**src/rtl/hdlctx_pkg.sv**
```systemverilog
package hdlctx_pkg;

  localparam int unsigned CHANNELS_DEF = 8;

  localparam logic [7:0]  FLAG_BYTE   = 8'h7e;
  localparam logic [15:0] CRC_POLY    = 16'h8408;
  localparam logic [15:0] CRC_PRESET  = 16'hffff;
  localparam logic [15:0] TOTAL_MAX   = 16'hffff;
  localparam logic [2:0]  STUFF_LIMIT = 3'd5;

  localparam logic [3:0] OPEN_FLAGS_RST  = 4'd4;
  localparam logic [2:0] CLOSE_FLAGS_RST = 3'd2;
  localparam logic [3:0] FLAGS_MAX       = 4'd8;
  localparam logic [3:0] CLOSE_MAX       = 4'd4;

  // configuration register indexes
  localparam logic CFG_OPEN_FLAGS  = 1'b0;
  localparam logic CFG_CLOSE_FLAGS = 1'b1;

  typedef enum logic [1:0] {
    CMD_OPEN  = 2'd0,
    CMD_DATA  = 2'd1,
    CMD_CLOSE = 2'd2,
    CMD_FLAGS = 2'd3
  } cmd_e;

  // per-channel line state
  typedef struct packed {
    logic [2:0]  ones;
    logic        level;
    logic [15:0] crc;
    logic [15:0] total;
  } chan_state_t;

  function automatic logic [3:0] clamp_cnt(logic [3:0] v, logic [3:0] hi);
    logic [3:0] r;
    r = v;
    if (v == 4'd0) begin
      r = 4'd1;
    end else if (v > hi) begin
      r = hi;
    end
    return r;
  endfunction

endpackage

```
**src/rtl/hdlctx_if.sv**
```systemverilog
interface hdlctx_in_if;
  logic       valid;
  logic       ready;
  logic [1:0] command;
  logic [2:0] channel;
  logic [7:0] data_byte;
  logic       corrupt_fcs;
  logic [3:0] flag_count;
  logic       flush_request;

  modport source (
    output valid, command, channel, data_byte, corrupt_fcs, flag_count, flush_request,
    input  ready
  );
  modport sink (
    input  valid, command, channel, data_byte, corrupt_fcs, flag_count, flush_request,
    output ready
  );
endinterface

interface hdlctx_out_if;
  logic        valid;
  logic        ready;
  logic        line_bit;
  logic [2:0]  out_channel;
  logic        last_of_run;
  logic [15:0] bits_sent;
  logic        flush_out;

  modport source (
    output valid, line_bit, out_channel, last_of_run, bits_sent, flush_out,
    input  ready
  );
  modport sink (
    input  valid, line_bit, out_channel, last_of_run, bits_sent, flush_out,
    output ready
  );
endinterface

```
**src/rtl/hdlctx_chan_store.sv**
```systemverilog
module hdlctx_chan_store #(
  parameter  int unsigned Channels = hdlctx_pkg::CHANNELS_DEF,
  localparam int unsigned IdxW     = (Channels > 1) ? $clog2(Channels) : 1
) (
  input  logic                     clk_i,
  input  logic                     rst_ni,
  input  logic [IdxW-1:0]          rd_idx_i,
  output hdlctx_pkg::chan_state_t  rd_state_o,
  input  logic                     we_i,
  input  logic [IdxW-1:0]          wr_idx_i,
  input  hdlctx_pkg::chan_state_t  wr_state_i
);
  import hdlctx_pkg::*;

  chan_state_t state_q [Channels];

  always_ff @(posedge clk_i or negedge rst_ni) begin
    if (!rst_ni) begin
      for (int i = 0; i < Channels; i++) begin
        state_q[i] <= '{ones: 3'd0, level: 1'b0, crc: CRC_PRESET, total: 16'd0};
      end
    end else if (we_i) begin
      state_q[wr_idx_i] <= wr_state_i;
    end
  end

  assign rd_state_o = state_q[rd_idx_i];

endmodule

```
**src/rtl/hdlc_transmit_framer_top.sv**
```systemverilog
// HDLC transmit framer for up to Channels independent channels. Each input beat is one
// command (open, data byte, close, idle flags) for one channel; the block answers with one
// output beat per NRZI line bit, one bit per cycle unless the output stalls, from a single
// bit sequencer that also steps the CRC-16/X.25 one bit at a time. An accepted command
// occupies the block for its line bits: a data byte is 8 bits plus up to two stuffed zeros,
// open and flags are N flags of 8 bits, close is 16 FCS bits plus up to four stuffed zeros
// and then N flags. The input is not ready while a command is being sent; output back-pressure
// stalls the sequencer bit for bit. Commands to a channel at or above Channels are taken and
// dropped. A configuration write lands at once, so write only while no command is in flight.
module hdlc_transmit_framer_top #(
  parameter int unsigned Channels = hdlctx_pkg::CHANNELS_DEF
) (
  input  logic             clk_i,
  input  logic             rst_ni,
  input  logic             cfg_we_i,
  input  logic             cfg_index_i,
  input  logic [3:0]       cfg_wdata_i,
  hdlctx_in_if.sink        in_if,
  hdlctx_out_if.source     out_if
);
  import hdlctx_pkg::*;

  localparam int unsigned IdxW = (Channels > 1) ? $clog2(Channels) : 1;

  typedef enum logic [1:0] {
    S_IDLE,
    S_DATA,
    S_FLAG
  } state_e;

  // configuration
  logic [3:0] open_flags_q;
  logic [2:0] close_flags_q;

  // sequencer
  state_e      state_q, state_d;
  cmd_e        cmd_q, cmd_d;
  logic [2:0]  ch_q, ch_d;
  logic        flush_q, flush_d;
  logic [15:0] shreg_q, shreg_d;     // bits still to send, LSB first
  logic [4:0]  bits_left_q, bits_left_d;
  logic        stuff_q, stuff_d;     // a stuffed zero is owed
  logic [3:0]  flags_left_q, flags_left_d;
  logic [2:0]  fbit_q, fbit_d;

  // output register
  logic        out_valid_q, out_valid_d;
  logic        out_bit_q, out_bit_d;
  logic [2:0]  out_ch_q, out_ch_d;
  logic        out_last_q, out_last_d;
  logic [15:0] out_total_q, out_total_d;
  logic        out_flush_q, out_flush_d;

  // channel store
  chan_state_t       st_rd, st_wr;
  logic              st_we;
  logic [IdxW-1:0]   rd_idx, in_idx, ch_idx;
  logic [IdxW+2:0]   in_ch_wide, ch_wide;

  logic accept, in_range, step, tx_bit, last, fb;

  assign in_ch_wide = (IdxW+3)'(in_if.channel);
  assign ch_wide    = (IdxW+3)'(ch_q);
  assign in_idx     = in_ch_wide[IdxW-1:0];
  assign ch_idx     = ch_wide[IdxW-1:0];
  assign in_range   = 32'(in_if.channel) < Channels;

  assign in_if.ready = (state_q == S_IDLE);
  assign accept      = in_if.valid && in_if.ready;
  // one line bit per cycle whenever the output register frees up
  assign step        = (state_q != S_IDLE) && (!out_valid_q || out_if.ready);
  // idle: the incoming channel, busy: the channel being sent; reads and writes share it
  assign rd_idx      = (state_q == S_IDLE) ? in_idx : ch_idx;

  hdlctx_chan_store #(
    .Channels (Channels)
  ) u_store (
    .clk_i      (clk_i),
    .rst_ni     (rst_ni),
    .rd_idx_i   (rd_idx),
    .rd_state_o (st_rd),
    .we_i       (st_we),
    .wr_idx_i   (rd_idx),
    .wr_state_i (st_wr)
  );

  // config writes
  always_ff @(posedge clk_i or negedge rst_ni) begin
    if (!rst_ni) begin
      open_flags_q  <= OPEN_FLAGS_RST;
      close_flags_q <= CLOSE_FLAGS_RST;
    end else if (cfg_we_i) begin
      unique case (cfg_index_i)
        CFG_OPEN_FLAGS:  open_flags_q  <= cfg_wdata_i;
        CFG_CLOSE_FLAGS: close_flags_q <= cfg_wdata_i[2:0];
        default: ;
      endcase
    end
  end

  always_comb begin
    state_d      = state_q;
    cmd_d        = cmd_q;
    ch_d         = ch_q;
    flush_d      = flush_q;
    shreg_d      = shreg_q;
    bits_left_d  = bits_left_q;
    stuff_d      = stuff_q;
    flags_left_d = flags_left_q;
    fbit_d       = fbit_q;
    st_we        = 1'b0;
    st_wr        = st_rd;
    tx_bit       = 1'b0;
    last         = 1'b0;
    fb           = 1'b0;

    out_valid_d  = out_valid_q && !out_if.ready;
    out_bit_d    = out_bit_q;
    out_ch_d     = out_ch_q;
    out_last_d   = out_last_q;
    out_total_d  = out_total_q;
    out_flush_d  = out_flush_q;

    // command decode; the store write on open/flags lands at the incoming channel
    if (accept && in_range) begin
      cmd_d   = cmd_e'(in_if.command);
      ch_d    = in_if.channel;
      flush_d = in_if.flush_request;
      fbit_d  = 3'd0;
      stuff_d = 1'b0;
      unique case (cmd_e'(in_if.command))
        CMD_OPEN: begin
          st_we        = 1'b1;
          st_wr.ones   = 3'd0;
          st_wr.total  = 16'd0;
          st_wr.crc    = CRC_PRESET;
          flags_left_d = clamp_cnt(open_flags_q, FLAGS_MAX);
          state_d      = S_FLAG;
        end
        CMD_DATA: begin
          shreg_d     = {8'h00, in_if.data_byte};
          bits_left_d = 5'd8;
          state_d     = S_DATA;
        end
        CMD_CLOSE: begin
          shreg_d      = in_if.corrupt_fcs ? st_rd.crc : ~st_rd.crc;
          bits_left_d  = 5'd16;
          flags_left_d = clamp_cnt({1'b0, close_flags_q}, CLOSE_MAX);
          state_d      = S_DATA;
        end
        CMD_FLAGS: begin
          st_we        = 1'b1;
          st_wr.total  = 16'd0;
          flags_left_d = clamp_cnt(in_if.flag_count, FLAGS_MAX);
          state_d      = S_FLAG;
        end
        default: ;
      endcase
    end

    if (step) begin
      st_we = 1'b1;
      unique case (state_q)
        S_DATA: begin
          if (stuff_q) begin
            tx_bit  = 1'b0;
            stuff_d = 1'b0;
          end else begin
            tx_bit      = shreg_q[0];
            shreg_d     = shreg_q >> 1;
            bits_left_d = bits_left_q - 5'd1;
            if (cmd_q == CMD_DATA) begin
              // bit-serial CRC-16/X.25, reflected
              fb        = st_rd.crc[0] ^ tx_bit;
              st_wr.crc = (st_rd.crc >> 1) ^ (fb ? CRC_POLY : 16'h0000);
            end
            if (tx_bit) begin
              if (st_rd.ones == STUFF_LIMIT - 3'd1) begin
                st_wr.ones = 3'd0;
                stuff_d    = 1'b1;
              end else begin
                st_wr.ones = st_rd.ones + 3'd1;
              end
            end else begin
              st_wr.ones = 3'd0;
            end
          end
          if (!stuff_d && bits_left_d == 5'd0) begin
            if (cmd_q == CMD_DATA) begin
              last    = 1'b1;
              state_d = S_IDLE;
            end else begin
              state_d = S_FLAG;
            end
          end
        end
        S_FLAG: begin
          tx_bit = FLAG_BYTE[fbit_q];
          fbit_d = fbit_q + 3'd1;
          if (fbit_q == 3'd7) begin
            st_wr.ones   = 3'd0;
            flags_left_d = flags_left_q - 4'd1;
            if (flags_left_q == 4'd1) begin
              last    = 1'b1;
              state_d = S_IDLE;
            end
          end
        end
        default: ;
      endcase

      // NRZI: toggle on zero
      st_wr.level = st_rd.level ^ ~tx_bit;
      if (st_rd.total != TOTAL_MAX) begin
        st_wr.total = st_rd.total + 16'd1;
      end

      out_valid_d = 1'b1;
      out_bit_d   = st_wr.level;
      out_ch_d    = ch_q;
      out_last_d  = last;
      out_total_d = last ? st_wr.total : 16'd0;
      out_flush_d = last && (cmd_q == CMD_FLAGS) && flush_q;
    end
  end

  always_ff @(posedge clk_i or negedge rst_ni) begin
    if (!rst_ni) begin
      state_q     <= S_IDLE;
      stuff_q     <= 1'b0;
      out_valid_q <= 1'b0;
    end else begin
      state_q     <= state_d;
      stuff_q     <= stuff_d;
      out_valid_q <= out_valid_d;
    end
  end

  // payload and counters, no reset needed
  always_ff @(posedge clk_i) begin
    cmd_q        <= cmd_d;
    ch_q         <= ch_d;
    flush_q      <= flush_d;
    shreg_q      <= shreg_d;
    bits_left_q  <= bits_left_d;
    flags_left_q <= flags_left_d;
    fbit_q       <= fbit_d;
    out_bit_q    <= out_bit_d;
    out_ch_q     <= out_ch_d;
    out_last_q   <= out_last_d;
    out_total_q  <= out_total_d;
    out_flush_q  <= out_flush_d;
  end

  assign out_if.valid       = out_valid_q;
  assign out_if.line_bit    = out_bit_q;
  assign out_if.out_channel = out_ch_q;
  assign out_if.last_of_run = out_last_q;
  assign out_if.bits_sent   = out_total_q;
  assign out_if.flush_out   = out_flush_q;

  // a pending non-final bit means the command is still running
  assert property (@(posedge clk_i) disable iff (!rst_ni)
    out_valid_q && !out_last_q |-> state_q != S_IDLE)
    else $error("non-final bit pending while sequencer idle");

  // flush only rides on the final bit
  assert property (@(posedge clk_i) disable iff (!rst_ni)
    out_valid_q && out_flush_q |-> out_last_q)
    else $error("flush_out without last_of_run");

  // bit count is reported only on the final bit
  assert property (@(posedge clk_i) disable iff (!rst_ni)
    out_valid_q && (out_total_q != 16'd0) |-> out_last_q)
    else $error("bits_sent on non-final bit");

  // a stuffed zero is owed only while sending stuffed bytes
  assert property (@(posedge clk_i) disable iff (!rst_ni)
    stuff_q |-> state_q == S_DATA)
    else $error("stuff pending outside data phase");

endmodule

```
**src/flat_wrapper.sv**
```systemverilog
// flat-port wrapper written by rule: the top's interface ports become plain ports
module hdlc_transmit_framer_top_flat import hdlctx_pkg::*;
#(
  parameter int unsigned Channels = hdlctx_pkg::CHANNELS_DEF
)
  (clk_i, rst_ni, cfg_we_i, cfg_index_i, cfg_wdata_i, in_if_valid, in_if_command, in_if_channel, in_if_data_byte, in_if_corrupt_fcs, in_if_flag_count, in_if_flush_request, in_if_ready, out_if_valid, out_if_line_bit, out_if_out_channel, out_if_last_of_run, out_if_bits_sent, out_if_flush_out, out_if_ready);
  hdlctx_in_if in_if_i ();
  hdlctx_out_if out_if_i ();
  input  logic clk_i;
  input  logic rst_ni;
  input  logic cfg_we_i;
  input  logic cfg_index_i;
  input  logic [3:0] cfg_wdata_i;
  input wire logic [$bits(in_if_i.valid)-1:0] in_if_valid;
  input wire logic [$bits(in_if_i.command)-1:0] in_if_command;
  input wire logic [$bits(in_if_i.channel)-1:0] in_if_channel;
  input wire logic [$bits(in_if_i.data_byte)-1:0] in_if_data_byte;
  input wire logic [$bits(in_if_i.corrupt_fcs)-1:0] in_if_corrupt_fcs;
  input wire logic [$bits(in_if_i.flag_count)-1:0] in_if_flag_count;
  input wire logic [$bits(in_if_i.flush_request)-1:0] in_if_flush_request;
  output wire logic [$bits(in_if_i.ready)-1:0] in_if_ready;
  output wire logic [$bits(out_if_i.valid)-1:0] out_if_valid;
  output wire logic [$bits(out_if_i.line_bit)-1:0] out_if_line_bit;
  output wire logic [$bits(out_if_i.out_channel)-1:0] out_if_out_channel;
  output wire logic [$bits(out_if_i.last_of_run)-1:0] out_if_last_of_run;
  output wire logic [$bits(out_if_i.bits_sent)-1:0] out_if_bits_sent;
  output wire logic [$bits(out_if_i.flush_out)-1:0] out_if_flush_out;
  input wire logic [$bits(out_if_i.ready)-1:0] out_if_ready;
  assign in_if_i.valid = in_if_valid;
  assign in_if_i.command = in_if_command;
  assign in_if_i.channel = in_if_channel;
  assign in_if_i.data_byte = in_if_data_byte;
  assign in_if_i.corrupt_fcs = in_if_corrupt_fcs;
  assign in_if_i.flag_count = in_if_flag_count;
  assign in_if_i.flush_request = in_if_flush_request;
  assign in_if_ready = in_if_i.ready;
  assign out_if_valid = out_if_i.valid;
  assign out_if_line_bit = out_if_i.line_bit;
  assign out_if_out_channel = out_if_i.out_channel;
  assign out_if_last_of_run = out_if_i.last_of_run;
  assign out_if_bits_sent = out_if_i.bits_sent;
  assign out_if_flush_out = out_if_i.flush_out;
  assign out_if_i.ready = out_if_ready;
  hdlc_transmit_framer_top #(.Channels(Channels)) u_core (.clk_i(clk_i), .rst_ni(rst_ni), .cfg_we_i(cfg_we_i), .cfg_index_i(cfg_index_i), .cfg_wdata_i(cfg_wdata_i), .in_if(in_if_i), .out_if(out_if_i));
endmodule
```
**config.mk**
```make
export PLATFORM = sky130hd
export DESIGN_NAME = hdlc_transmit_framer_top_flat
export DESIGN_NICKNAME = d
export VERILOG_FILES = /design/src/rtl/hdlctx_pkg.sv /design/src/rtl/hdlctx_if.sv /design/src/rtl/hdlctx_chan_store.sv /design/src/rtl/hdlc_transmit_framer_top.sv /design/src/flat_wrapper.sv
export SDC_FILE = /design/constraint.sdc
export NUM_CORES = 1
export LEC_CHECK = 0
export BUFFER_PORTS_ARGS = -buffer_cell sky130_fd_sc_hd__buf_2
export CAP_MARGIN = 10
export CORE_ASPECT_RATIO = 1.2
export CORE_UTILIZATION = 47
export DETAILED_ROUTE_END_ITERATION = 16
export SETUP_SLACK_MARGIN = 0.4
export SLEW_MARGIN = 0
export SYNTH_ARGS = -nofsm -noshare
export SYNTH_HDL_FRONTEND = slang
export SYNTH_HIERARCHICAL = 1
export SYNTH_SLANG_ARGS = --single-unit
```
**constraint.sdc**
```tcl
create_clock -name clk_i -period 6.96 [get_ports clk_i]
set_clock_uncertainty 0.05 [all_clocks]
set_input_delay 0.348 -clock clk_i [delete_from_list [all_inputs] [get_ports clk_i]]
set_output_delay 0.348 -clock clk_i [all_outputs]
set_load 0.03 [all_outputs]
```
---- Word level (Yosys, flattened, before mapping) ----
Memory sizes are Yosys's and may differ from the RTL's. A register that Yosys moved wholly into a read port is not among the register bits.
Index checks and enable logic that the tools add are counted.
storage, ports and cells
  bits in latches ......................... 0
  bits of input ports ..................... 29
  bits in writable memories ............... 0
  register bits ........................... 355
  memory bits (read-only) ................. 8
  word-level logic and storage cells ...... 181
  memories ................................ 1
memories
  name              depth  bits a word  rd ports  clocked after memory_dff  wr ports  RTL line                         RTL
  (name not given)  8      1            1         1                         0         hdlc_transmit_framer_top.sv:198  tx_bit = FLAG_BYTE[fbit_q];
operators by class
  equal/unequal tests ..................... 11
  bitwise logic cells ..................... 7
  reductions and logical operators ........ 22
  add/subtract/negate cells ............... 5
  shift operators ......................... 0
  order comparisons ....................... 6
  divide/modulo/power cells ............... 0
  multiplexer cells ....................... 80
  $mul .................................... 0
operators with widths
  kind                                                             count
  288-bit bitwise mux                                              1
  16-bit two-way mux                                               12
  36-bit two-way mux                                               4
  36-bit binary-select mux with 3-bit select                       1
  36-bit demux with 3-bit select                                   1
  4-bit two-way mux                                                9
  3-bit two-way mux                                                11
  32-bit two-way mux                                               1
  16-bit one-hot mux with 2 select lines                           1
  5-bit two-way mux                                                6
  1-bit two-way mux                                                20
  16-bit by 1-bit adder with 16-bit output, second input constant  1
  16-bit != test, second input constant                            1
  16-bit inverter                                                  1
  15-bit by 16-bit bitwise XOR with 16-bit output                  1
  2-bit two-way mux                                                6
  4-bit one-hot mux with 3 select lines                            1
  5-bit one-hot mux with 2 select lines                            1
  2-bit == test, second input constant                             4
  4-bit greater-than comparator, second input constant             2
  4-bit logical NOT                                                2
  2-bit one-hot mux with 2 select lines                            2
  1-bit logical AND                                                7
  3-bit by 1-bit adder with 3-bit output, second input constant    2
  other kinds (22)                                                 33

---- Depth between registers and ports, before layout ----
Gate-level depths: netlist (run 1).
  word-level depth ........................ 19
  depth in mapped cells ................... 18
  depth with buffers taken out ............ 13

---- By module ----
Netlist (run 1), hierarchy kept.
by module, submodules not included
  module                    area each (um^2)  seq. area each (um^2)  cells each  instances
  hdlctx_chan_store         13052.5           7367.1                 743         1
  hdlc_transmit_framer_top  4431.8            1699.1                 531         1

---- Least setup slack after synthesis (run 1) ----
Ideal clock, no wire load.
  path type ............................... register to register
  start point ............................. register u_core.state_q[0]
  end point ............................... register u_core/u_store/state_q[116] (netlist bit)
  path slack .............................. 2822 ps
  required time ........................... 6843 ps
  library setup time ...................... 67 ps
  arrival ................................. 4022 ps
  clock period less this slack ............ 4138 ps
  stages on the path, launching flop included .. 17
  cells stage by stage .................... dfrtp_1 inv_1 ha_1 buf_6 mux2_2 buf_2 buf_4 mux4_2 mux2_2 buf_2 nand4_1 nor3_1 and3_1 and2_0 nor2_1 o21ai_0 mux2_2
RTL lines
  element                         RTL line                         RTL
  start: declaration              hdlc_transmit_framer_top.sv:36   state_e state_q, state_d;
  start signal: assignment        hdlc_transmit_framer_top.sv:233  state_q <= state_d;
  end signal: indexed assignment  hdlctx_chan_store.sv:20          state_q[i] <= '{ones: 3'd0, level: 1'b0, crc: CRC_PRESET, total: 16'd0};
  end signal: indexed assignment  hdlctx_chan_store.sv:23          state_q[wr_idx_i] <= wr_state_i;
  end: declaration                hdlctx_chan_store.sv:15          chan_state_t state_q [Channels];

==> summary.md, run 1 <==
Setup repair after global routing left no endpoint under its margin. 0 antenna diodes ended up in the layout. Dividing the detail-routed wire length by the instance count gives 21.3 µm.

The growth of design area from synthesis to finish was 11.5%; the count of yosys warnings during synthesis was 6. The path class of the tightest hold or removal check is in -> reg. For this run the aggregate overflow at the end of global routing stands at 0. The share of the cycle needed by the critical path after routing is 77.6%. The analysis attributes to cell leakage a power of 0.00833 µW. For the worst setup path, the data required time is 7.38 ns. Leaving out fill and tap cells, the most frequent cells in the layout are 330 x sky130_fd_sc_hd__mux2_2, 169 x sky130_fd_sc_hd__dfrtp_1, 130 x sky130_fd_sc_hd__dfstp_2, 72 x sky130_fd_sc_hd__mux4_2, 68 x sky130_fd_sc_hd__nand2_1. The pre-antenna-repair detailed-routing pass consisted of 5 iterations.

TritonCTS built the clock tree. For the maximum level of the CTS H-tree, the log shows 2. The number of antenna violations at the first check in global routing was 1; the area of the multi-input gates was 7980 µm². The worst register-to-register path has a setup slack of 1.56 ns. The vias per cell is 5.75. The source of the worst register-to-register timing path was u_core/state_q[0]$_DFF_PN0_. The maximum number of pins on one net before global-route repair is 169, and the netlist area before placement is 17500 µm². After clock tree synthesis, the repair step resized 0 gates. In the global route stage, overall resource usage came out at 21.1%. From bottom edge to top edge, the die measures 213 µm. The core region is 36700 µm². For this run, the leading register cell type out of synthesis is sky130_fd_sc_hd__dfrtp_1. Highest fanout seen on the critical path: 51. The post-route netlist has 52.0% of its cells at a drive strength greater than 1. The logs give 53.1% for the share of the core filled with cells and 0.53 ns for the clock latency reported for the late side of the worst-skew pair. The tools report the overall routed net length as 38600 µm. The tool flagged a number of max-cap violations equal to 0. The number of DRC violations after detailed routing came out at 0. The detailed router placed 10400 vias in this run.

The clock period could shrink to 5.40 ns. The detail route stage leaves a number of antenna-violating nets equal to 0. The run gives 38000 µm² as the die footprint. The netlist uses 67 different library cells.

The run finished with clean final reports. The number of top-level pins is 53. The die width came out at 178 µm. The first-pass GRT wire length was 61300 µm; the routability congestion estimate was 0.834.

The CTS buffer count was 38. After the last flow step, the layout net total stands at 1355. Leaving out fill and tap cells, the most frequent cell in the layout is sky130_fd_sc_hd__mux2_2. Counting every net in the synthesized netlist gives 1319. In this run, synthesis inferred 28 flip-flops with an integrated enable.

For the final-layout setup total negative slack, the log shows 0 ns. For the number of hold-slack violations in the final timing report, the log shows 0. The tools report the end point of the critical path as u_core/u_store/state_q[194]$_DFFE_PN0P_. The mean instance size in the synthesized netlist was 13.7 µm². Counting along the longest clock path gives a buffer depth of 3. The first routing iteration left 542 violations. The clock tree root buffer cell is sky130_fd_sc_hd__clkbuf_16. The number of cells on the worst reg-to-reg path is 13.

Setup violations remaining at the end of the flow were counted as 0. The run gives 3092 as the total of fill cells in the finished design. For this design, the sink count on the clock tree is 356. STA puts the critical path data arrival time at 5.82 ns.

Timing would allow up to 0.185 GHz. At the pin with the least slew margin, the transition time is 1.21 ns. In this run the worst setup path begins at u_core/state_q[0]$_DFF_PN0_. The worst setup path is captured at a register. The worst setup path is of the reg -> reg kind.

The count of input and output buffers is 52, and the number of global-route vias before repair is 10700. For this design the ratio of total power to cell area is 386 nW/µm². The number of max-slew violations in the final report is 0. After routing the design area is 19500 µm².

The register bit count reported by yosys works out to 356. The floorplan has 77 rows. The wire-length estimate of the detail-placed layout is 22700 µm. For this run, asynchronously set or reset flops after synthesis account for 84.0%. The worst pin sits at a relative slew slack of 19.4%.

The endpoint identified for the worst register-to-register timing path is u_core/u_store/state_q[194]$_DFFE_PN0P_. The number of instances in the synthesized netlist was 1274. The element type at the critical path start was a register.

Across the whole layout, storage elements account for 9070 µm². Once placement finished, the instance area stood at 18100 µm². For this run, the register share of the synthesized area comes to 51.9%. The worst ir drop on vdd was 0.242 mV; the clock-pin slew reported for the worst setup and hold paths after clock tree synthesis was 0.06 ns.

For this configuration, the core starts out at a cell density of 47.6%.
state kept, by name, summed over array words and instances (netlist names), named ones only:
register / flops
u_core/close_flags_q: 3
u_core/shreg_q: 16
u_core/fbit_q: 3
u_core/out_if.out_channel: 3
u_core/out_if.last_of_run: 1
u_core/state_q: 2
u_core/bits_left_q: 5
u_core/u_store/state_q: 288
u_core/out_if.bits_sent: 16
u_core/ch_idx: 3
u_core/stuff_q: 1
u_core/out_if.valid: 1
u_core/out_if.line_bit: 1
u_core/flags_left_q: 4
u_core/flush_q: 1
u_core/cmd_q: 2
u_core/out_if.flush_out: 1
u_core/open_flags_q: 4
how the worst min path moves through the flow:
stage / start / end / slack (ns) / cells after the start
2_1_floorplan: rst_ni / u_core/close_flags_q[0]$_DFFE_PN0P_ / 0.002 / 0
3_3_place_gp: rst_ni / u_core/close_flags_q[0]$_DFFE_PN0P_ / 0.29 / 1
3_5_place_dp: rst_ni / u_core/u_store/state_q[215]$_DFFE_PN0P_ / 0.29 / 1
4_1_cts: cfg_wdata_i[1] / u_core/open_flags_q[1]$_DFFE_PN0P_ / 0.001 / 2
5_1_grt: cfg_wdata_i[1] / u_core/open_flags_q[1]$_DFFE_PN0P_ / 0.005 / 2
6_report: cfg_wdata_i[1] / u_core/open_flags_q[1]$_DFFE_PN0P_ / 0.02 / 2
synthesized netlist by cell type (all sizes together) (9+ instances only):
library cell  instances  area, µm²
a21oi                26        138
a221o                 9       90.1
a31oi                10       62.6
and3                  9       61.3
buf                  54        354
clkbuf               27        103
dfrtp               169       4230
dfstp               130       3420
dfxtp                29        581
edfxtp               28        841
ha                   16        200
inv                  19       71.3
mux2                334       3760
mux4                 72       1620
nand2                68        255
nand3                28        140
nor2                 66        285
nor3                 12       60.1
o21ai                63        315
xnor2                26        228
through the flow:
stage	hold WS (ns)	instances	worst slack, ns	power, µW
final	0.0177	1813	1.56	7520
after global routing	0.00504	1813	1.06	7950
after CTS	0.00105	1811	1.56	7620
after detailed placement	0.291	1734	1.61	5510
after global placement	0.294	1734	1.78	5470
after floorplan	0.00241	1274	2.82	4820
per-layer routing:
layer  vias up  GRT usage [%]  routed length [µm]
met3        44           3.44                1440
li1       4774              -                   -
met4         0           4.89                 559
met2       159           34.4               18500
met5         -              0                   0
met1      5453           29.4               18100
layout make-up:
type / count / area share (%)
clock buffers: 51 / 5.76
clock inverters: 18 / 0.866
inverters: 19 / 0.366
multi-input cells: 818 / 40.9
flip-flops and latches: 356 / 46.5
well taps: 474 / 3.04
repair buffers: 77 / 2.55
worst max-delay path, cell delays in order, from the launching register on:
cell and delay [ns]:
sky130_fd_sc_hd__dfrtp_1 0.40, sky130_fd_sc_hd__inv_1 0.09, sky130_fd_sc_hd__ha_1 0.42, sky130_fd_sc_hd__mux2_4 0.85, sky130_fd_sc_hd__buf_4 0.57, sky130_fd_sc_hd__mux4_2 0.28, sky130_fd_sc_hd__mux2_2 0.24, sky130_fd_sc_hd__nand4_1 0.16
sky130_fd_sc_hd__nor3_1 0.54, sky130_fd_sc_hd__a31oi_1 0.29, sky130_fd_sc_hd__nor2_1 0.58, sky130_fd_sc_hd__o21ai_0 0.17, sky130_fd_sc_hd__o21ai_0 0.35, sky130_fd_sc_hd__mux2_2 0.29
kinds of logic after synthesis:
family / Yosys count / share of synthesized area (%)
fa+ha+maj: 16 / 1.14
mux: 407 / 30.8
compound gates: 142 / 5.16
buf+inv: 100 / 3.02
simple gates: 224 / 6.53
xor+xnor: 29 / 1.45
flops: 356 / 51.9
where the power goes:
| group | internal, µW | leakage [µW] | switching (µW) | total, µW |
|---|---|---|---|---|
| Combinational | 1100 | 0.00350 | 1460 | 2560 |
| Clock | 1250 | 0.000655 | 825 | 2070 |
| Sequential | 2690 | 0.00418 | 206 | 2890 |
what timing repair did:
| action | CTS | global route |
|---|---|---|
| endpoints found under the hold margin | 20 | 0 |
| hold buffers | 8 | 0 |
| buffers inserted | 0 | 0 |
Note: power is estimated with default switching activity, not from simulation.
==> inputs of run 2 (changes only) <==
--- a/config.mk
+++ b/config.mk
@@ -10,6 +10,7 @@
 export CORE_ASPECT_RATIO = 1.2
 export CORE_UTILIZATION = 47
 export DETAILED_ROUTE_END_ITERATION = 16
+export PLACE_DENSITY = 0.65
 export SETUP_SLACK_MARGIN = 0.4
 export SLEW_MARGIN = 0
 export SYNTH_ARGS = -nofsm -noshare
==> constraint.sdc (replaced) <==
create_clock -name clk_i -period 4.74 [get_ports clk_i]
set_clock_uncertainty 0.05 [all_clocks]
set_input_delay 0.237 -clock clk_i [delete_from_list [all_inputs] [get_ports clk_i]]
set_output_delay 0.237 -clock clk_i [all_outputs]
set_load 0.03 [all_outputs]
==> summary.md, run 2 (synthesis gave the netlist of run 1 again) <==
The sequential power share is 38.3% (-0.2 points). The run gives 0.101 ns (-1.51 ns) as the post-place setup slack. The total congestion overflow is 0 (unchanged). The worst min-delay path class is in -> reg. Most common library cell in the layout ignoring fill and taps: sky130_fd_sc_hd__mux2_2. The run gives 38000 µm² (unchanged) as the die footprint.

The number of diodes is 0 (unchanged), and the final-layout setup total negative slack is 0 ns (unchanged). The flow ran to the end, and the final reports show no timing, DRC or antenna violations. The tools report the register-to-register setup slack as 0.53 ns (-1.03 ns). The post-route cell area was 19800 µm² (+1.4%); the overall routing resource usage was 21.3% (+0.20 points). The signal arrival time at the worst endpoint is 4.56 ns (-1.26 ns). The share of the cycle needed by the critical path after routing came out at 88.8% (+11 points). The tools report the highest clock frequency the design can meet as 0.238 GHz (+28%).

The share of final-layout standard cells stronger than drive strength 1 was 52.5% (+0.54 points). The number of global-route vias before repair was 11200 (+4.5%). For the clock net sink count, the log shows 356 (unchanged). The library cells used most frequently in the layout, excluding fill and tap cells, are 330 x sky130_fd_sc_hd__mux2_2, 169 x sky130_fd_sc_hd__dfrtp_1, 130 x sky130_fd_sc_hd__dfstp_2, 72 x sky130_fd_sc_hd__mux4_2, 68 x sky130_fd_sc_hd__nand2_1.

The path depth of the worst reg2reg path is 14 (+1), and the number of DRC violations after detailed routing is 0 (unchanged). The clock latency reported for the late side of the worst-skew pair is 0.54 ns (about the same). TritonCTS built the clock tree.

The total cell area at the placement stage came out at 18300 µm² (+1.0%). The number of maximum-capacitance violations came out at 0 (unchanged). The share of the core filled with cells was 53.9% (+0.74 points); the count of input and output buffers was 52 (unchanged). The final period demand of the worst path works out to 4.21 ns (-1.19 ns). In this run the critical register-to-register path is launched from u_core/state_q[0]$_DFF_PN0_. The number of flip-flops in the largest register is 288 (unchanged). The path with the worst hold slack has its endpoint at u_core/flags_left_q[1]$_DFF_P_.

The leakage dissipation is 0.00846 µW (+1.5%). The number of max-slew violations in the final report came out at 0 (unchanged). The logs give 0.277 mV (+14%) for the worst ir drop on vdd and 0.821 (-1.5%) for the routability congestion estimate.

In this run the most critical hold path is launched from in_if_flag_count[1]. The tools report the sort of element at the end of the critical path as a register. The vias per cell is 5.77 (+0.37%).

The run gives 0 (-1) as the number of antenna violations at the first check in global routing. Setup repair after global routing could not meet its margin everywhere. The run gives 62300 µm (+1.8%) as the first-pass GRT wire length. The run gives 38800 µm (+0.70%) as the overall routed net length.

Clock-pin slew reported for the worst setup and hold paths after clock tree synthesis: 0.06 ns (about the same). The combinational cell fraction of total power was 34.8% (+0.8 points). The die boundary height came out at 213 µm (unchanged). The setup path with the least slack is of type reg -> reg.

The growth of design area from synthesis to finish was 13.1%. The estimated wirelength of the detail-placed design was 23400 µm (+3.0%); the highest fanout seen on the critical path was 19 (-63%). Reg-to-reg endpoint: u_core/u_store/state_q[86]$_DFFE_PN0P_. The die width came out at 178 µm (unchanged). Hold path depth: 5 (+3). Final net count: 1384 (+2.1%). The switching share of total power came out at 33.0% (-0.11 points). The number of nets still failing antenna checks after routing was 0 (unchanged). The effective utilization at floorplan was 47.6% (unchanged); the overall power was 11100 µW (+48%). The average wire per cell in the routed design is 21.1 µm (-0.83%).

The final worst-path setup slack is 0.533 ns (-1.03 ns), and the total number of placement rows is 77 (unchanged). The run gives 53 (unchanged) as the number of top-level pins. For the design internal power, the log shows 7470 µW (+48%). The number of vias after detailed routing is 10600 (+1.9%), and the relative slew slack is 35.1% (+16 points).

The data required time of the critical path was 5.09 ns (-2.29 ns). For the number of hold-slack violations in the final timing report, the log shows 0 (unchanged). The worst setup path is launched from a register. The number of design-rule violations left by the first detailed-router iteration came out at 616 (+14%). The setup violation total in the final timing report was 0 (unchanged); the maximum clock path buffer count was 3 (unchanged). u_core/u_store/state_q holds more flip-flops than any other register.

The maximum level of the CTS H-tree came out at 2 (unchanged). The tools report the core region area as 36700 µm² (unchanged). The CTS buffer count was 38 (unchanged).

The number of search-and-repair iterations in the first detailed-routing pass is 5 (unchanged). The actual transition at the worst max-transition pin was 0.973 ns (-0.234 ns). The power density of the placed cells was 564 nW/µm² (+46%). The maximum number of pins on one net before global-route repair is 109 (-36%), and the net load switching power is 3670 µW (+48%). Clock tree root buffer cell: sky130_fd_sc_hd__clkbuf_16.

For the share of power burned in the clock network, the log shows 26.9% (-0.6 points).
## run 2: cell count changes in the layout (fill, tap and decap cells not counted), sizes merged
cell,change
dlygate4sd3,+4
clkinv,-7
clkbuf,+4
mux2,+1
buf,+25
clkinvlp,+1
## run 2: routing by layer
layer	vias to the layer above	GRT usage (%)	wire (µm)
met2	208	36.7	19500
met1	5535	27.7	16900
met3	56	3.17	1580
met4	0	6.16	855
li1	4831	-	-
met5	-	0	0
## run 2: how the worst max path moves through the flow
stage | slack (ns) | end | from | depth (start not counted)
after detailed placement | 0.10 | u_core/u_store/state_q[266]$_DFFE_PN0P_ | u_core/state_q[1]$_DFF_PN0_ | 13
after global placement | 0.25 | u_core/out_if.bits_sent[14]$_SDFFCE_PN0P_ | u_core/state_q[0]$_DFF_PN0_ | 13
after global routing | 0.37 | u_core/u_store/state_q[230]$_DFFE_PN0P_ | u_core/state_q[1]$_DFF_PN0_ | 14
after CTS | 0.54 | u_core/out_if.bits_sent[11]$_SDFFCE_PN0P_ | u_core/state_q[0]$_DFF_PN0_ | 13
final | 0.53 | u_core/u_store/state_q[86]$_DFFE_PN0P_ | u_core/state_q[0]$_DFF_PN0_ | 14
after floorplan | 0.60 | u_core/u_store/state_q[116]$_DFFE_PN0P_ | u_core/state_q[0]$_DFF_PN0_ | 16
## run 2: final cells by class
class,count,area [µm²]
well taps,474,593
flip-flops and latches,356,9070
repair buffers,105,790
fillers,3003,16900
multi-input cells,819,7990
clock buffers,56,1120
clock inverters,12,141
inverters,19,71.3
## run 2: power by group through the flow
stage          clock, µW  combinational, µW  sequential, µW
2_1_floorplan          0               2730            4350
3_3_place_gp           0               3750            4280
3_5_place_dp           0               3810            4320
4_1_cts             3070               3890            4270
5_1_grt             3210               4210            4340
6_report            2990               3880            4270
## run 2: repair_timing
action | 4_1_cts | 5_1_grt
endpoints found under the hold margin | 103 | 0
hold buffers | 12 | 0
setup endpoints to repair | 85 | 8
gates resized for setup | 7 | 1
cloned | 1 | 0
setup buffers | 0 | 6
## run 2: metrics by stage
| stage | hold slack (ns) | std cells |
|---|---|---|
| floorplan | -0.109 | 1274 |
| global placement | 0.293 | 1754 |
| detailed placement | 0.291 | 1754 |
| CTS | 0.0505 | 1835 |
| global route | 0.0834 | 1841 |
| finish | 0.0619 | 1841 |
## run 2: worst max-delay path, stage by stage, from the launching register on
cell,delay (ns)
sky130_fd_sc_hd__dfrtp_1,0.40
sky130_fd_sc_hd__inv_1,0.12
sky130_fd_sc_hd__ha_4,0.27
sky130_fd_sc_hd__mux2_8,0.49
sky130_fd_sc_hd__buf_4,0.18
sky130_fd_sc_hd__mux4_2,0.40
sky130_fd_sc_hd__mux2_2,0.32
sky130_fd_sc_hd__ha_1,0.26
sky130_fd_sc_hd__nand2_1,0.11
sky130_fd_sc_hd__nor2_2,0.08
sky130_fd_sc_hd__a31oi_1,0.28
sky130_fd_sc_hd__nor2_2,0.15
sky130_fd_sc_hd__o21ai_0,0.20
sky130_fd_sc_hd__o21ai_0,0.35
sky130_fd_sc_hd__mux2_2,0.39
==> inputs of run 3 (changes only) <==
--- a/config.mk
+++ b/config.mk
@@ -11,8 +11,9 @@
 export CORE_UTILIZATION = 47
 export DETAILED_ROUTE_END_ITERATION = 16
 export PLACE_DENSITY = 0.65
+export REMOVE_ABC_BUFFERS = 1
 export SETUP_SLACK_MARGIN = 0.4
-export SLEW_MARGIN = 0
+export SLEW_MARGIN = 20
 export SYNTH_ARGS = -nofsm -noshare
 export SYNTH_HDL_FRONTEND = slang
 export SYNTH_HIERARCHICAL = 1
==> summary.md, run 3 (synthesis gave the netlist of run 1 again) <==
The flow ran to the end, and the final reports show no timing, DRC or antenna violations. The library cells used most frequently in the layout, excluding fill and tap cells, are 329 x sky130_fd_sc_hd__mux2_2, 169 x sky130_fd_sc_hd__dfrtp_1, 130 x sky130_fd_sc_hd__dfstp_2, 72 x sky130_fd_sc_hd__mux4_2, 68 x sky130_fd_sc_hd__nand2_1. The run gives 21.2% (-0.10 points) as the overall routing resource usage.

The number of max-slew violations in the final report was 0 (unchanged). Worst min-delay path class: in -> reg. The CTS buffer count was 37 (-2.6%).

The count of input and output buffers was 52 (unchanged). The clock-pin slew reported for the worst setup and hold paths after clock tree synthesis came out at 0.06 ns (about the same). The final period demand of the worst path is 4.06 ns (-0.149 ns), and the overall routed net length is 39000 µm (+0.39%). The tools report the routability congestion estimate as 0.862 (+5.0%).

The run gives 23500 µm (+0.81%) as the estimated wirelength of the detail-placed design. The number of nets still failing antenna checks after routing is 0 (unchanged). The critical path is of the reg -> reg type. The effective utilization at floorplan was 47.6% (unchanged); the signal arrival time at the worst endpoint was 4.41 ns (-0.15 ns). The core region area is 36700 µm² (unchanged).

Compared with the post-synthesis result, the final layout area differs by 12.5%. The maximum clock path buffer count is 3 (unchanged). The highest fanout seen on the critical path was 20 (+1). Number of diodes: 0 (unchanged). The logs give 7 (+2) for the number of search-and-repair iterations in the first detailed-routing pass and 0.246 GHz (+3.7%) for the highest clock frequency the design can meet.

The logs give 0.00842 µW (-0.47%) for the leakage dissipation and 10900 (-2.6%) for the number of global-route vias before repair. The number of hold-slack violations in the final timing report was 0 (unchanged). The register name with the most flops was u_core/u_store/state_q. The number of antenna violations at the first check in global routing came out at 0 (unchanged). The number of flip-flops in the largest register is 288 (unchanged).

The average wire per cell in the routed design works out to 21.2 µm (+0.50%). STA classifies the critical path endpoint as a register. The final-layout setup total negative slack was 0 ns (unchanged). The share of final-layout standard cells stronger than drive strength 1 was 52.3% (-0.22 points); the number of design-rule violations left by the first detailed-router iteration was 688 (+12%). The post-place setup slack is 0.277 ns (+0.175 ns). The setup violation total in the final timing report came out at 0 (unchanged). The relative slew slack is 33.8% (-1.3 points), and the number of vias after detailed routing is 10600 (+0.038%). Number of DRC violations after detailed routing: 0 (unchanged). The run gives 2 (unchanged) as the maximum level of the CTS H-tree.

The share of the cycle needed by the critical path after routing was 85.6% (-3.1 points); the final worst-path setup slack was 0.681 ns (+0.149 ns). The logs give 0.54 ns (about the same) for the clock latency reported for the late side of the worst-skew pair and 356 (unchanged) for the clock net sink count. The actual transition at the worst max-transition pin works out to 0.992 ns (+0.0194 ns). The total of fill cells in the finished design came out at 3020 (+0.57%). The tools report the worst ir drop on vdd as 0.273 mV (-1.4%). The tree is rooted in a sky130_fd_sc_hd__clkbuf_16.

TritonCTS built the clock tree. STA classifies the critical path startpoint as a register. The die boundary height was 213 µm (unchanged). Setup fix buffers added after clock tree synthesis: 0 (unchanged). The logs give 1382 (-0.14%) for the final net count and 5.09 ns (about the same) for the data required time of the critical path. The total congestion overflow came out at 0 (unchanged). The die width was 178 µm (unchanged). The number of top-level pins is 53 (unchanged). The vias per cell was 5.78 (+0.15%); the die footprint was 38000 µm² (unchanged). The power density of the placed cells was 560 nW/µm² (-0.70%).

The total number of placement rows was 77 (unchanged); the number of maximum-capacitance violations was 0 (unchanged). The tools report the maximum number of pins on one net before global-route repair as 120 (+10%). Setup repair after global routing left no endpoint under its margin.

For the first-pass GRT wire length, the log shows 62000 µm (-0.60%). The library cell used most frequently in the layout, excluding fill and tap cells, is sky130_fd_sc_hd__mux2_2.
## run 3: report_power, final
group          total [µW]  internal [µW]  switching, µW  leakage [µW]
Sequential           4260           3950            311       0.00418
Clock                2890           1710           1180      0.000595
Combinational        3860           1700           2160       0.00365
Total               11000           7350           3660       0.00842
## run 3: cell type report
| class | instances | area (µm²) | area share (%) |
|---|---|---|---|
| Tap cell | 474 | 593 | 3.01 |
| Clock buffer | 54 | 1050 | 5.34 |
| Clock inverter | 13 | 149 | 0.757 |
| Sequential cell | 356 | 9070 | 46.1 |
| Timing Repair Buffer | 104 | 753 | 3.83 |
| Multi-Input combinational cell | 819 | 7990 | 40.6 |
| Inverter | 19 | 71.3 | 0.362 |
## run 3: path summary, 6_finish.rpt
check / startpoint / endpoint / slack (ns) / cells past startpoint
setup / recovery: u_core/state_q[0]$_DFF_PN0_ / u_core/u_store/state_q[188]$_DFFE_PN0P_ / 0.68 / 14
hold / removal: in_if_flag_count[1] / u_core/flags_left_q[1]$_DFF_P_ / 0.08 / 5
setup reg to reg: u_core/state_q[0]$_DFF_PN0_ / u_core/u_store/state_q[188]$_DFFE_PN0P_ / 0.68 / 14
hold reg to reg: u_core/shreg_q[1]$_DFF_P_ / u_core/shreg_q[0]$_DFF_P_ / 0.41 / 2
max in group asynchronous: rst_ni / u_core/u_store/state_q[39]$_DFFE_PN0P_ / 2.98 / 3
min in group asynchronous: rst_ni / u_core/open_flags_q[1]$_DFFE_PN0P_ / 0.29 / 2
## run 3: through the flow
step                      total power (µW)  hold slack [ns]  utilization [%]  instance area, µm²  cells
after floorplan                       6950           -0.109                -               17000   1193
after global placement                8030            0.340             49.9               18300   1759
after detailed placement              8120            0.339             49.9               18300   1759
after CTS                            11100           0.0694             53.6               19700   1839
after global routing                 11600           0.0897             53.6               19700   1839
final                                11000           0.0785             53.6               19700   1839
## run 3: timing repair
action,CTS,global route
hold endpoints to repair,121,0
resized for setup,5,5
gates cloned,1,0
setup endpoints to repair,66,127
hold buffers,12,0
## run 3: critical path, cell delays in order (launching register included)
cell and delay [ns]:
sky130_fd_sc_hd__dfrtp_1 0.39, sky130_fd_sc_hd__inv_1 0.12, sky130_fd_sc_hd__ha_4 0.26, sky130_fd_sc_hd__mux2_8 0.50, sky130_fd_sc_hd__mux4_2 0.46, sky130_fd_sc_hd__mux2_2 0.35
sky130_fd_sc_hd__ha_1 0.29, sky130_fd_sc_hd__nand2_1 0.11, sky130_fd_sc_hd__nor2_2 0.07, sky130_fd_sc_hd__and3_1 0.21, sky130_fd_sc_hd__and2_0 0.26, sky130_fd_sc_hd__nor2_1 0.21
sky130_fd_sc_hd__o21ai_0 0.14, sky130_fd_sc_hd__buf_4 0.21, sky130_fd_sc_hd__mux2_2 0.26
## run 3: metal layers
metal | share of wire (%) | wire (µm) | vias to the layer above | track usage [%]
li1 | - | - | 4832 | -
met1 | 44 | 17200 | 5512 | 28.0
met2 | 50 | 19400 | 221 | 36.1
met3 | 3.5 | 1350 | 69 | 2.62
met4 | 2.7 | 1070 | 0 | 6.93
met5 | 0 | 0 | - | 0
